### config.mk
export PLATFORM = sky130hd
export DESIGN_NAME = wavetable_oscillator_flat
export DESIGN_NICKNAME = d
export VERILOG_FILES = /design/src/rtl/core/wto_pkg.sv /design/src/rtl/core/wto_if.sv /design/src/rtl/core/wavetable_oscillator.sv /design/src/rtl/core/wto_ram.sv /design/src/rtl/core/wto_phase.sv /design/src/rtl/core/wto_blend.sv /design/src/flat_wrapper.sv
export SDC_FILE = /design/constraint.sdc
export NUM_CORES = 2
export LEC_CHECK = 0
export ABC_AREA = 1
export BUFFER_PORTS_ARGS = -buffer_cell sky130_fd_sc_hd__buf_4
export CORE_MARGIN = 5
export CORE_UTILIZATION = 41
export CTS_CLUSTER_SIZE = 10
export DETAILED_ROUTE_END_ITERATION = 8
export GPL_TIMING_DRIVEN = 0
export HOLD_SLACK_MARGIN = 0.03
export RECOVER_POWER = 100
export SYNTH_ARGS = -nofsm -noshare
export SYNTH_HDL_FRONTEND = slang
export SYNTH_SLANG_ARGS = --single-unit
export TNS_END_PERCENT = 1
### constraint.sdc
create_clock -name clk -period 13.4 [get_ports clk]
set_input_delay 2.68 -clock clk [delete_from_list [all_inputs] [get_ports clk]]
set_output_delay 2.68 -clock clk [all_outputs]
set_load 0.005 [all_outputs]
### src/rtl/core/wto_pkg.sv
// ----------------------------------------------------------------------------
// Wavetable oscillator package
// Shared constants, request codes and control types.
// ----------------------------------------------------------------------------
`default_nettype none

package wto_pkg;

  // Default sizes
  localparam int TABLE_DEPTH_DEF = 32;
  localparam int FRAC_BITS_DEF   = 16;
  localparam int SAMPLE_BITS_DEF = 16;

  // Fixed field widths
  localparam int REQ_W       = 2;
  localparam int IDX_FIELD_W = 5;
  localparam int PHASE_W     = 16;
  localparam int STEP_W      = 21;

  // Phase step after reset
  localparam logic [STEP_W-1:0] STEP_RESET = 21'd19223;

  // Request codes
  localparam logic [REQ_W-1:0] REQ_TICK  = 2'd0;
  localparam logic [REQ_W-1:0] REQ_WRITE = 2'd1;
  localparam logic [REQ_W-1:0] REQ_PHASE = 2'd2;

  // Phase unit control for one accepted beat
  typedef struct packed {
    logic tick;
    logic phase_ld;
  } wto_ctl_t;

endpackage

`default_nettype wire

### src/rtl/core/wto_if.sv
// ----------------------------------------------------------------------------
// Wavetable oscillator channels
// Valid/ready channels for requests, samples and the phase step register.
// ----------------------------------------------------------------------------
`default_nettype none

// Request channel
interface wto_in_if
  import wto_pkg::*;
#(
  parameter int SAMPLE_BITS = SAMPLE_BITS_DEF
) ();
  logic                          valid;
  logic                          ready;
  logic        [REQ_W-1:0]       req_type;
  logic        [IDX_FIELD_W-1:0] table_index;
  logic signed [SAMPLE_BITS-1:0] table_value;
  logic        [PHASE_W-1:0]     phase_value;

  modport source (output valid, req_type, table_index, table_value, phase_value,
                  input ready);
  modport sink   (input valid, req_type, table_index, table_value, phase_value,
                  output ready);
endinterface

// Sample channel
interface wto_out_if
  import wto_pkg::*;
#(
  parameter int SAMPLE_BITS = SAMPLE_BITS_DEF
) ();
  logic                          valid;
  logic                          ready;
  logic signed [SAMPLE_BITS-1:0] sample;

  modport source (output valid, sample, input ready);
  modport sink   (input valid, sample, output ready);
endinterface

// Phase step write channel
interface wto_cfg_if
  import wto_pkg::*;
();
  logic              valid;
  logic              ready;
  logic [STEP_W-1:0] phase_step;

  modport source (output valid, phase_step, input ready);
  modport sink   (input valid, phase_step, output ready);
endinterface

`default_nettype wire

### src/rtl/core/wavetable_oscillator.sv
// ----------------------------------------------------------------------------
// Wavetable oscillator
// Linear-interpolating single-cycle wavetable oscillator, top level.
// ----------------------------------------------------------------------------
// Usage:
//   in_ch carries requests: a tick makes one sample, a table write stores
//   table_value at table_index, a phase set loads phase_value as a fraction
//   of a cycle. Writes, phase sets and the unused code give no beat on out_ch.
//   out_ch carries one interpolated Q1.15 sample per tick, in request order.
//   cfg_ch writes the phase step; write it only while the block is idle.
//   cfg_ch is always ready.
// Timing:
//   One request is taken every cycle unless a stall drops in_ch.ready. A
//   tick's sample takes this path to out_ch: the registered two-port table
//   read happens as the tick is taken, then the multiply-add blend loads the
//   sample register. The read addresses come straight from the phase
//   register, so a table write is seen by a tick taken in the very next cycle.
// Reset:
//   rst_n clears the phase to zero, loads the default phase step and
//   empties the pipeline. Table contents are undefined until written.
// Stalls:
//   While out_ch stalls, the sample register and the read stage hold; once
//   both are full in_ch.ready drops until the sink takes the waiting sample.
// ----------------------------------------------------------------------------
`default_nettype none

module wavetable_oscillator
  import wto_pkg::*;
#(
  parameter int TABLE_DEPTH = TABLE_DEPTH_DEF,
  parameter int FRAC_BITS   = FRAC_BITS_DEF,
  parameter int SAMPLE_BITS = SAMPLE_BITS_DEF
) (
  input  wire logic  clk,
  input  wire logic  rst_n,
  wto_in_if.sink     in_ch,
  wto_out_if.source  out_ch,
  wto_cfg_if.sink    cfg_ch
);

  localparam int ADDR_W = $clog2(TABLE_DEPTH);

  logic                          in_take;
  logic                          in_beat;
  logic                          tbl_we;
  wto_ctl_t                      ctl;
  logic        [ADDR_W-1:0]      rd_idx0;
  logic        [ADDR_W-1:0]      rd_idx1;
  logic        [FRAC_BITS-1:0]   frac;
  logic signed [SAMPLE_BITS-1:0] s0;
  logic signed [SAMPLE_BITS-1:0] s1;

  // Request decode
  assign in_ch.ready  = in_take;
  assign in_beat      = in_ch.valid && in_take;
  assign ctl.tick     = in_beat && (in_ch.req_type == REQ_TICK);
  assign ctl.phase_ld = in_beat && (in_ch.req_type == REQ_PHASE);
  assign tbl_we       = in_beat && (in_ch.req_type == REQ_WRITE);

  assign cfg_ch.ready = 1'b1;

  // Phase accumulator and step register
  wto_phase #(
    .TABLE_DEPTH (TABLE_DEPTH),
    .FRAC_BITS   (FRAC_BITS)
  ) u_phase (
    .clk         (clk),
    .rst_n       (rst_n),
    .cfg_we      (cfg_ch.valid),
    .cfg_step    (cfg_ch.phase_step),
    .ctl         (ctl),
    .phase_value (in_ch.phase_value),
    .rd_idx0     (rd_idx0),
    .rd_idx1     (rd_idx1),
    .frac        (frac)
  );

  // Wave table
  wto_ram #(
    .WIDTH (SAMPLE_BITS),
    .DEPTH (TABLE_DEPTH)
  ) u_table (
    .clk     (clk),
    .we      (tbl_we),
    .waddr   (ADDR_W'(in_ch.table_index)),
    .wdata   (in_ch.table_value),
    .re      (ctl.tick),
    .raddr_a (rd_idx0),
    .raddr_b (rd_idx1),
    .rdata_a (s0),
    .rdata_b (s1)
  );

  // Interpolation and sample register
  wto_blend #(
    .FRAC_BITS   (FRAC_BITS),
    .SAMPLE_BITS (SAMPLE_BITS)
  ) u_blend (
    .clk        (clk),
    .rst_n      (rst_n),
    .load       (ctl.tick),
    .frac_in    (frac),
    .s0         (s0),
    .s1         (s1),
    .take       (in_take),
    .out_valid  (out_ch.valid),
    .out_ready  (out_ch.ready),
    .out_sample (out_ch.sample)
  );

endmodule

`default_nettype wire

### src/rtl/core/wto_ram.sv
// ----------------------------------------------------------------------------
// Wavetable RAM
// Generic RAM, one write port and two registered read ports.
// ----------------------------------------------------------------------------
`default_nettype none

module wto_ram #(
  parameter int WIDTH = 16,
  parameter int DEPTH = 32,
  localparam int ADDR_W = $clog2(DEPTH)
) (
  input  wire logic              clk,
  input  wire logic              we,
  input  wire logic [ADDR_W-1:0] waddr,
  input  wire logic [WIDTH-1:0]  wdata,
  input  wire logic              re,
  input  wire logic [ADDR_W-1:0] raddr_a,
  input  wire logic [ADDR_W-1:0] raddr_b,
  output logic      [WIDTH-1:0]  rdata_a,
  output logic      [WIDTH-1:0]  rdata_b
);

  logic [WIDTH-1:0] mem [DEPTH];

  // Write port
  always_ff @(posedge clk) begin
    if (we) begin
      mem[waddr] <= wdata;
    end
  end

  // Read ports, data held while re is low
  always_ff @(posedge clk) begin
    if (re) begin
      rdata_a <= mem[raddr_a];
      rdata_b <= mem[raddr_b];
    end
  end

endmodule

`default_nettype wire

### src/rtl/core/wto_phase.sv
// ----------------------------------------------------------------------------
// Wavetable phase accumulator
// Holds the phase step register and the phase, makes the two read indexes.
// ----------------------------------------------------------------------------
`default_nettype none

module wto_phase
  import wto_pkg::*;
#(
  parameter int TABLE_DEPTH = TABLE_DEPTH_DEF,
  parameter int FRAC_BITS   = FRAC_BITS_DEF,
  localparam int ADDR_W = $clog2(TABLE_DEPTH)
) (
  input  wire logic                 clk,
  input  wire logic                 rst_n,
  input  wire logic                 cfg_we,
  input  wire logic [STEP_W-1:0]    cfg_step,
  input  wire wto_ctl_t             ctl,
  input  wire logic [PHASE_W-1:0]   phase_value,
  output logic      [ADDR_W-1:0]    rd_idx0,
  output logic      [ADDR_W-1:0]    rd_idx1,
  output logic      [FRAC_BITS-1:0] frac
);

  localparam int ACC_W = ADDR_W + FRAC_BITS;
  localparam int SUM_W = (ACC_W > STEP_W) ? ACC_W : STEP_W;

  logic [STEP_W-1:0]        step_r, step_nxt;
  logic [ACC_W-1:0]         acc_r, acc_nxt;
  logic [SUM_W-1:0]         acc_sum;
  logic [PHASE_W+ACC_W-1:0] phase_scaled;

  // Step add wraps modulo the table length
  assign acc_sum = SUM_W'(acc_r) + SUM_W'(step_r);

  // phase_value * depth, scaled from 16 to FRAC_BITS fraction bits
  assign phase_scaled = {phase_value, {ACC_W{1'b0}}};

  always_comb begin
    step_nxt = cfg_we ? cfg_step : step_r;
    acc_nxt  = acc_r;
    if (ctl.tick) begin
      acc_nxt = acc_sum[ACC_W-1:0];
    end else if (ctl.phase_ld) begin
      acc_nxt = phase_scaled[PHASE_W+ACC_W-1:PHASE_W];
    end
  end

  always_ff @(posedge clk) begin
    if (!rst_n) begin
      step_r <= STEP_RESET;
      acc_r  <= '0;
    end else begin
      step_r <= step_nxt;
      acc_r  <= acc_nxt;
    end
  end

  // Current entry, its neighbor (wrapping) and the blend fraction
  assign rd_idx0 = acc_r[ACC_W-1:FRAC_BITS];
  assign rd_idx1 = rd_idx0 + ADDR_W'(1);
  assign frac    = acc_r[FRAC_BITS-1:0];

endmodule

`default_nettype wire

### src/rtl/core/wto_blend.sv
// ----------------------------------------------------------------------------
// Wavetable blend stage
// Linear interpolation between two table entries and the sample register.
// ----------------------------------------------------------------------------
`default_nettype none

module wto_blend
  import wto_pkg::*;
#(
  parameter int FRAC_BITS   = FRAC_BITS_DEF,
  parameter int SAMPLE_BITS = SAMPLE_BITS_DEF
) (
  input  wire logic                          clk,
  input  wire logic                          rst_n,
  input  wire logic                          load,
  input  wire logic        [FRAC_BITS-1:0]   frac_in,
  input  wire logic signed [SAMPLE_BITS-1:0] s0,
  input  wire logic signed [SAMPLE_BITS-1:0] s1,
  output logic                               take,
  output logic                               out_valid,
  input  wire logic                          out_ready,
  output logic signed      [SAMPLE_BITS-1:0] out_sample
);

  localparam int DIFF_W = SAMPLE_BITS + 1;
  localparam int BL_W   = SAMPLE_BITS + FRAC_BITS + 2;

  logic                          rd_valid_r, rd_valid_nxt;
  logic        [FRAC_BITS-1:0]   frac_r, frac_nxt;
  logic                          out_valid_r, out_valid_nxt;
  logic signed [SAMPLE_BITS-1:0] sample_r, sample_nxt;
  logic                          adv;
  logic signed [DIFF_W-1:0]      diff;
  logic signed [FRAC_BITS:0]     frac_s;
  logic signed [BL_W-1:0]        prod;
  logic signed [BL_W-1:0]        blend_sum;
  logic signed [BL_W-1:0]        blend_q;

  // Handshake: output register frees the read stage
  assign adv  = !out_valid_r || out_ready;
  assign take = !rd_valid_r || adv;

  // floor((s0 * 2^F + (s1 - s0) * f) / 2^F)
  assign diff      = DIFF_W'(s1) - DIFF_W'(s0);
  assign frac_s    = $signed({1'b0, frac_r});
  assign prod      = diff * frac_s;
  assign blend_sum = (BL_W'(s0) <<< FRAC_BITS) + prod;
  assign blend_q   = blend_sum >>> FRAC_BITS;

  always_comb begin
    rd_valid_nxt  = take ? load : rd_valid_r;
    frac_nxt      = load ? frac_in : frac_r;
    out_valid_nxt = adv ? rd_valid_r : out_valid_r;
    sample_nxt    = (adv && rd_valid_r) ? blend_q[SAMPLE_BITS-1:0] : sample_r;
  end

  always_ff @(posedge clk) begin
    if (!rst_n) begin
      rd_valid_r  <= 1'b0;
      out_valid_r <= 1'b0;
    end else begin
      rd_valid_r  <= rd_valid_nxt;
      out_valid_r <= out_valid_nxt;
    end
  end

  // Payload registers
  always_ff @(posedge clk) begin
    frac_r   <= frac_nxt;
    sample_r <= sample_nxt;
  end

  assign out_valid  = out_valid_r;
  assign out_sample = sample_r;

endmodule

`default_nettype wire

### src/flat_wrapper.sv
// flat-port wrapper written by rule: the top's interface ports become plain ports
module wavetable_oscillator_flat import wto_pkg::*;
#(
  parameter int TABLE_DEPTH = TABLE_DEPTH_DEF,
  parameter int FRAC_BITS   = FRAC_BITS_DEF,
  parameter int SAMPLE_BITS = SAMPLE_BITS_DEF
)
  (clk, rst_n, in_ch_valid, in_ch_req_type, in_ch_table_index, in_ch_table_value, in_ch_phase_value, in_ch_ready, out_ch_valid, out_ch_sample, out_ch_ready, cfg_ch_valid, cfg_ch_phase_step, cfg_ch_ready);
  wto_in_if #(.SAMPLE_BITS(SAMPLE_BITS)) in_ch_i ();
  wto_out_if #(.SAMPLE_BITS(SAMPLE_BITS)) out_ch_i ();
  wto_cfg_if cfg_ch_i ();
  input  wire logic clk;
  input  wire logic rst_n;
  input wire logic [$bits(in_ch_i.valid)-1:0] in_ch_valid;
  input wire logic [$bits(in_ch_i.req_type)-1:0] in_ch_req_type;
  input wire logic [$bits(in_ch_i.table_index)-1:0] in_ch_table_index;
  input wire logic [$bits(in_ch_i.table_value)-1:0] in_ch_table_value;
  input wire logic [$bits(in_ch_i.phase_value)-1:0] in_ch_phase_value;
  output wire logic [$bits(in_ch_i.ready)-1:0] in_ch_ready;
  output wire logic [$bits(out_ch_i.valid)-1:0] out_ch_valid;
  output wire logic [$bits(out_ch_i.sample)-1:0] out_ch_sample;
  input wire logic [$bits(out_ch_i.ready)-1:0] out_ch_ready;
  input wire logic [$bits(cfg_ch_i.valid)-1:0] cfg_ch_valid;
  input wire logic [$bits(cfg_ch_i.phase_step)-1:0] cfg_ch_phase_step;
  output wire logic [$bits(cfg_ch_i.ready)-1:0] cfg_ch_ready;
  assign in_ch_i.valid = in_ch_valid;
  assign in_ch_i.req_type = in_ch_req_type;
  assign in_ch_i.table_index = in_ch_table_index;
  assign in_ch_i.table_value = in_ch_table_value;
  assign in_ch_i.phase_value = in_ch_phase_value;
  assign in_ch_ready = in_ch_i.ready;
  assign out_ch_valid = out_ch_i.valid;
  assign out_ch_sample = out_ch_i.sample;
  assign out_ch_i.ready = out_ch_ready;
  assign cfg_ch_i.valid = cfg_ch_valid;
  assign cfg_ch_i.phase_step = cfg_ch_phase_step;
  assign cfg_ch_ready = cfg_ch_i.ready;
  wavetable_oscillator #(.TABLE_DEPTH(TABLE_DEPTH), .FRAC_BITS(FRAC_BITS), .SAMPLE_BITS(SAMPLE_BITS)) u_core (.clk(clk), .rst_n(rst_n), .in_ch(in_ch_i), .out_ch(out_ch_i), .cfg_ch(cfg_ch_i));
endmodule
==> metrics.md <==
| Metric | Value |
|---|---|
| Initial drt markers | 6805 |
| HP Class | reg2reg |
| Critical-path maximum fanout | 10 |
| Post-synth ARST share | 0 |
| Clk sinks | between 600 and 700 |
| PnR worst setup slack | roughly 5.2 ns |
| Clock buffer depth | 3 |
| RSZ-0062 raised after global routing | false |
| DP HPWL | 136 mm |
| Slew @ Worst Pin | approximately 3.1 ns |
| CP endpoint kind | flop |
| Synthesized area | around 42000 um2 |
| Starting Density | 0.412 |
| Number of global-route vias before repair | 36.6k |
| Register area share after synthesis | 0.433 |
| Post-Syn Nets | 5052 |
| Vias | about 38k |
| Yosys reg bits | 620 |
| Slew headroom | -1.08 |
| WHS | around 0.47 ns |
| CTS resizes | 0 |
| Crit start category | flop |
| Final WL | about 190 mm |
| DR WL/cell | 30.3 um |
| CTS root buffer | clkbuf_16 |
| Die H | between 300 and 400 um |
| Gr usage total | 0.338 |
| ANT nets after route | 0 |
| Post-Route Setup TNS | 0 ns |
| Max-slew violation count | around 700 |
| DR vias/cell | around 6 |
| Outcome | finished with violations |
| Layout area overhead | 11.1% |
| Die X | 330 um |
| Most frequent cells in the layout | 679 x nor2_1, 674 x inv_1, 585 x o21ai_0, 576 x edfxtp_1, 444 x nand2_1 |
| FP Rows | roughly 120 |
| Nets | 5238 |
| Hold Buf Count CTS | 0 |
| GRT overflow | 0 |
| Final GP Congestion | approximately 1.1 |
| First-pass GRT wire length | 260 mm |
| Layout fillers | ~9.9k |
| Buf/Inv on CP | 7 |
| Layout cell share with drive strength beyond 1 | 0.0617 |
| Most used flip-flop cell after synthesis | edfxtp_1 |
| Die area | between 100000 and 150000 um2 |
| # setup viols final | 0 |
| Crit Path Class | reg2reg |
| Min Tclk post-route | 8.17 ns |
| Fmax achieved | about 0.12 GHz |
| CP max stage cell | fa_1 |
| Crit path max-delay family | adder cells |
| IO Port Bufs | 81 |
| Core footprint | about 100000 um2 |
| Router iterations before antenna repair | 8 |
| Dpl ws | roughly 5.4 ns |
| Syn Inst Count | roughly 4.6k |
| Yosys warnings | 0 |
| H-tree Lvls | 3 |
| DR DRC count | 0 |
| Post-synthesis cell type count | between 50 and 60 |
| Max-Cap Viols | 27 |
| Number of I/O pins | 84 |
| Final Hold Vio Count | 0 |
| Worst path arrival time | about 8.5 ns |
| Violated checks | capacitance limit, slew limit |
| Crit share post-route | 0.610 |
| Reg clk slew, reported paths | 0.06 ns |
| Post CTS Setup Buffer Count | 0 |
| Syn Area/Cell | roughly 9.2 um2 |
| EDFF count, synth | 576 |
| Setup Skew | 0.0417 ns |
| Largest net degree at the start of global routing | 58 |
| CP peak stage delay | roughly 0.85 ns |
| Num CTS Buffers | 76 |
| Worst EP required | roughly 14 ns |
| CTS tree | yes |
| Initial antenna violation count | 15 |
| Commonest non-fill, non-tap cell in the layout | nor2_1 |
| Skew-Pair Late Insertion Delay | 0.67 ns |
## cells in the mapped netlist, types with 14 or more instances
| cell | count | area [um2] |
|---|---|---|
| clkbuf_1 | 130 | 488 |
| buf_2 | 100 | 500 |
| nand3_1 | 207 | 1040 |
| o221ai_1 | 102 | 893 |
| xor2_1 | 20 | 175 |
| o22ai_1 | 27 | 169 |
| inv_1 | 669 | 2510 |
| nand2_1 | 444 | 1670 |
| fa_1 | 285 | 5710 |
| dfxtp_1 | 44 | 881 |
| o21ai_0 | 581 | 2910 |
| a21oi_1 | 255 | 1280 |
| a31oi_1 | 51 | 319 |
| o211ai_1 | 114 | 856 |
| edfxtp_1 | 576 | 17300 |
| nor2_1 | 679 | 2550 |
| nand4_1 | 14 | 87.6 |
| ha_1 | 134 | 1680 |
## routing by layer
layer  global-route usage  wire (um)  up-vias
met4                0.224      16000        4
li1                     -          -    15837
met1                0.415      65800    18211
met2                0.505      78500     3230
met3                0.117      27100      834
met5                    0         32        -
## per-stage QoR
step                cell area, um2  utilization  instances
floorplan                    42000            -       4568
global placement             44300        0.435       6017
detailed placement           44900        0.441       6043
CTS                          47200        0.464       6166
global route                 46600        0.458       6167
finish                       46600        0.458       6177
## registers in the layout, indices dropped and copies added, names as in the netlist, 16 cells and up
register                   flops
u_core.u_table.mem           512
u_core.u_phase.acc_r          21
u_core.u_table.rdata_a        16
u_core.u_table.rdata_b        16
u_core.u_blend.frac_r         16
u_core.u_phase.step_r         21
u_core.u_blend.out_sample     16
## logic make-up (layout without fill, tap and decap cells)
group | count (synthesis) | in the layout | synth area share
adders and majority gates | 419 | 419 | 0.176
buffers and inverters | 942 | 1173 | 0.0896
xor gates and xnor gates | 30 | 30 | 0.00725
AOI/OAI and AO/OA | 1174 | 1174 | 0.161
and+or+nand+nor | 1382 | 1382 | 0.133
other | 1 | 11 | 0.0000894
DFF | 620 | 620 | 0.433
## worst register-to-register path: cells and delay by family (launching register included)
kind | cells | cell delay [ns]
adders and majority gates | 9 | 4.48
and+or+nand+nor | 13 | 1.62
buffers and inverters | 7 | 0.82
AOI/OAI and AO/OA | 1 | 0.44
DFF | 1 | 0.38
xor gates and xnor gates | 1 | 0.13
## worst paths after layout
kind,slack (ns),cells past startpoint,start,to
min,0.47,2,u_core.u_phase.step_r[14],u_core.u_phase.step_r[14]
min reg2reg,0.47,2,u_core.u_phase.step_r[14],u_core.u_phase.step_r[14]
max,5.23,31,u_core.u_table.rdata_b[0],u_core.u_blend.out_sample[13]
max reg2reg,5.23,31,u_core.u_table.rdata_b[0],u_core.u_blend.out_sample[13]
## area by class of cell
cell class,instances,area (um2),share of cell area
clock buffer,111,2130,0.0456
timing repair buffer,108,653,0.0140
tap,1368,1710,0.0367
buffer,261,1190,0.0254
sequential,620,18200,0.390
inverter,681,2560,0.0548
antenna,10,25.0,0.000537
multi-input combinational,3006,20000,0.429
clock inverter,12,165,0.00354
Power is not shown: default switching activity piles up to over one toggle a cycle in this logic, so the estimate is an artifact.
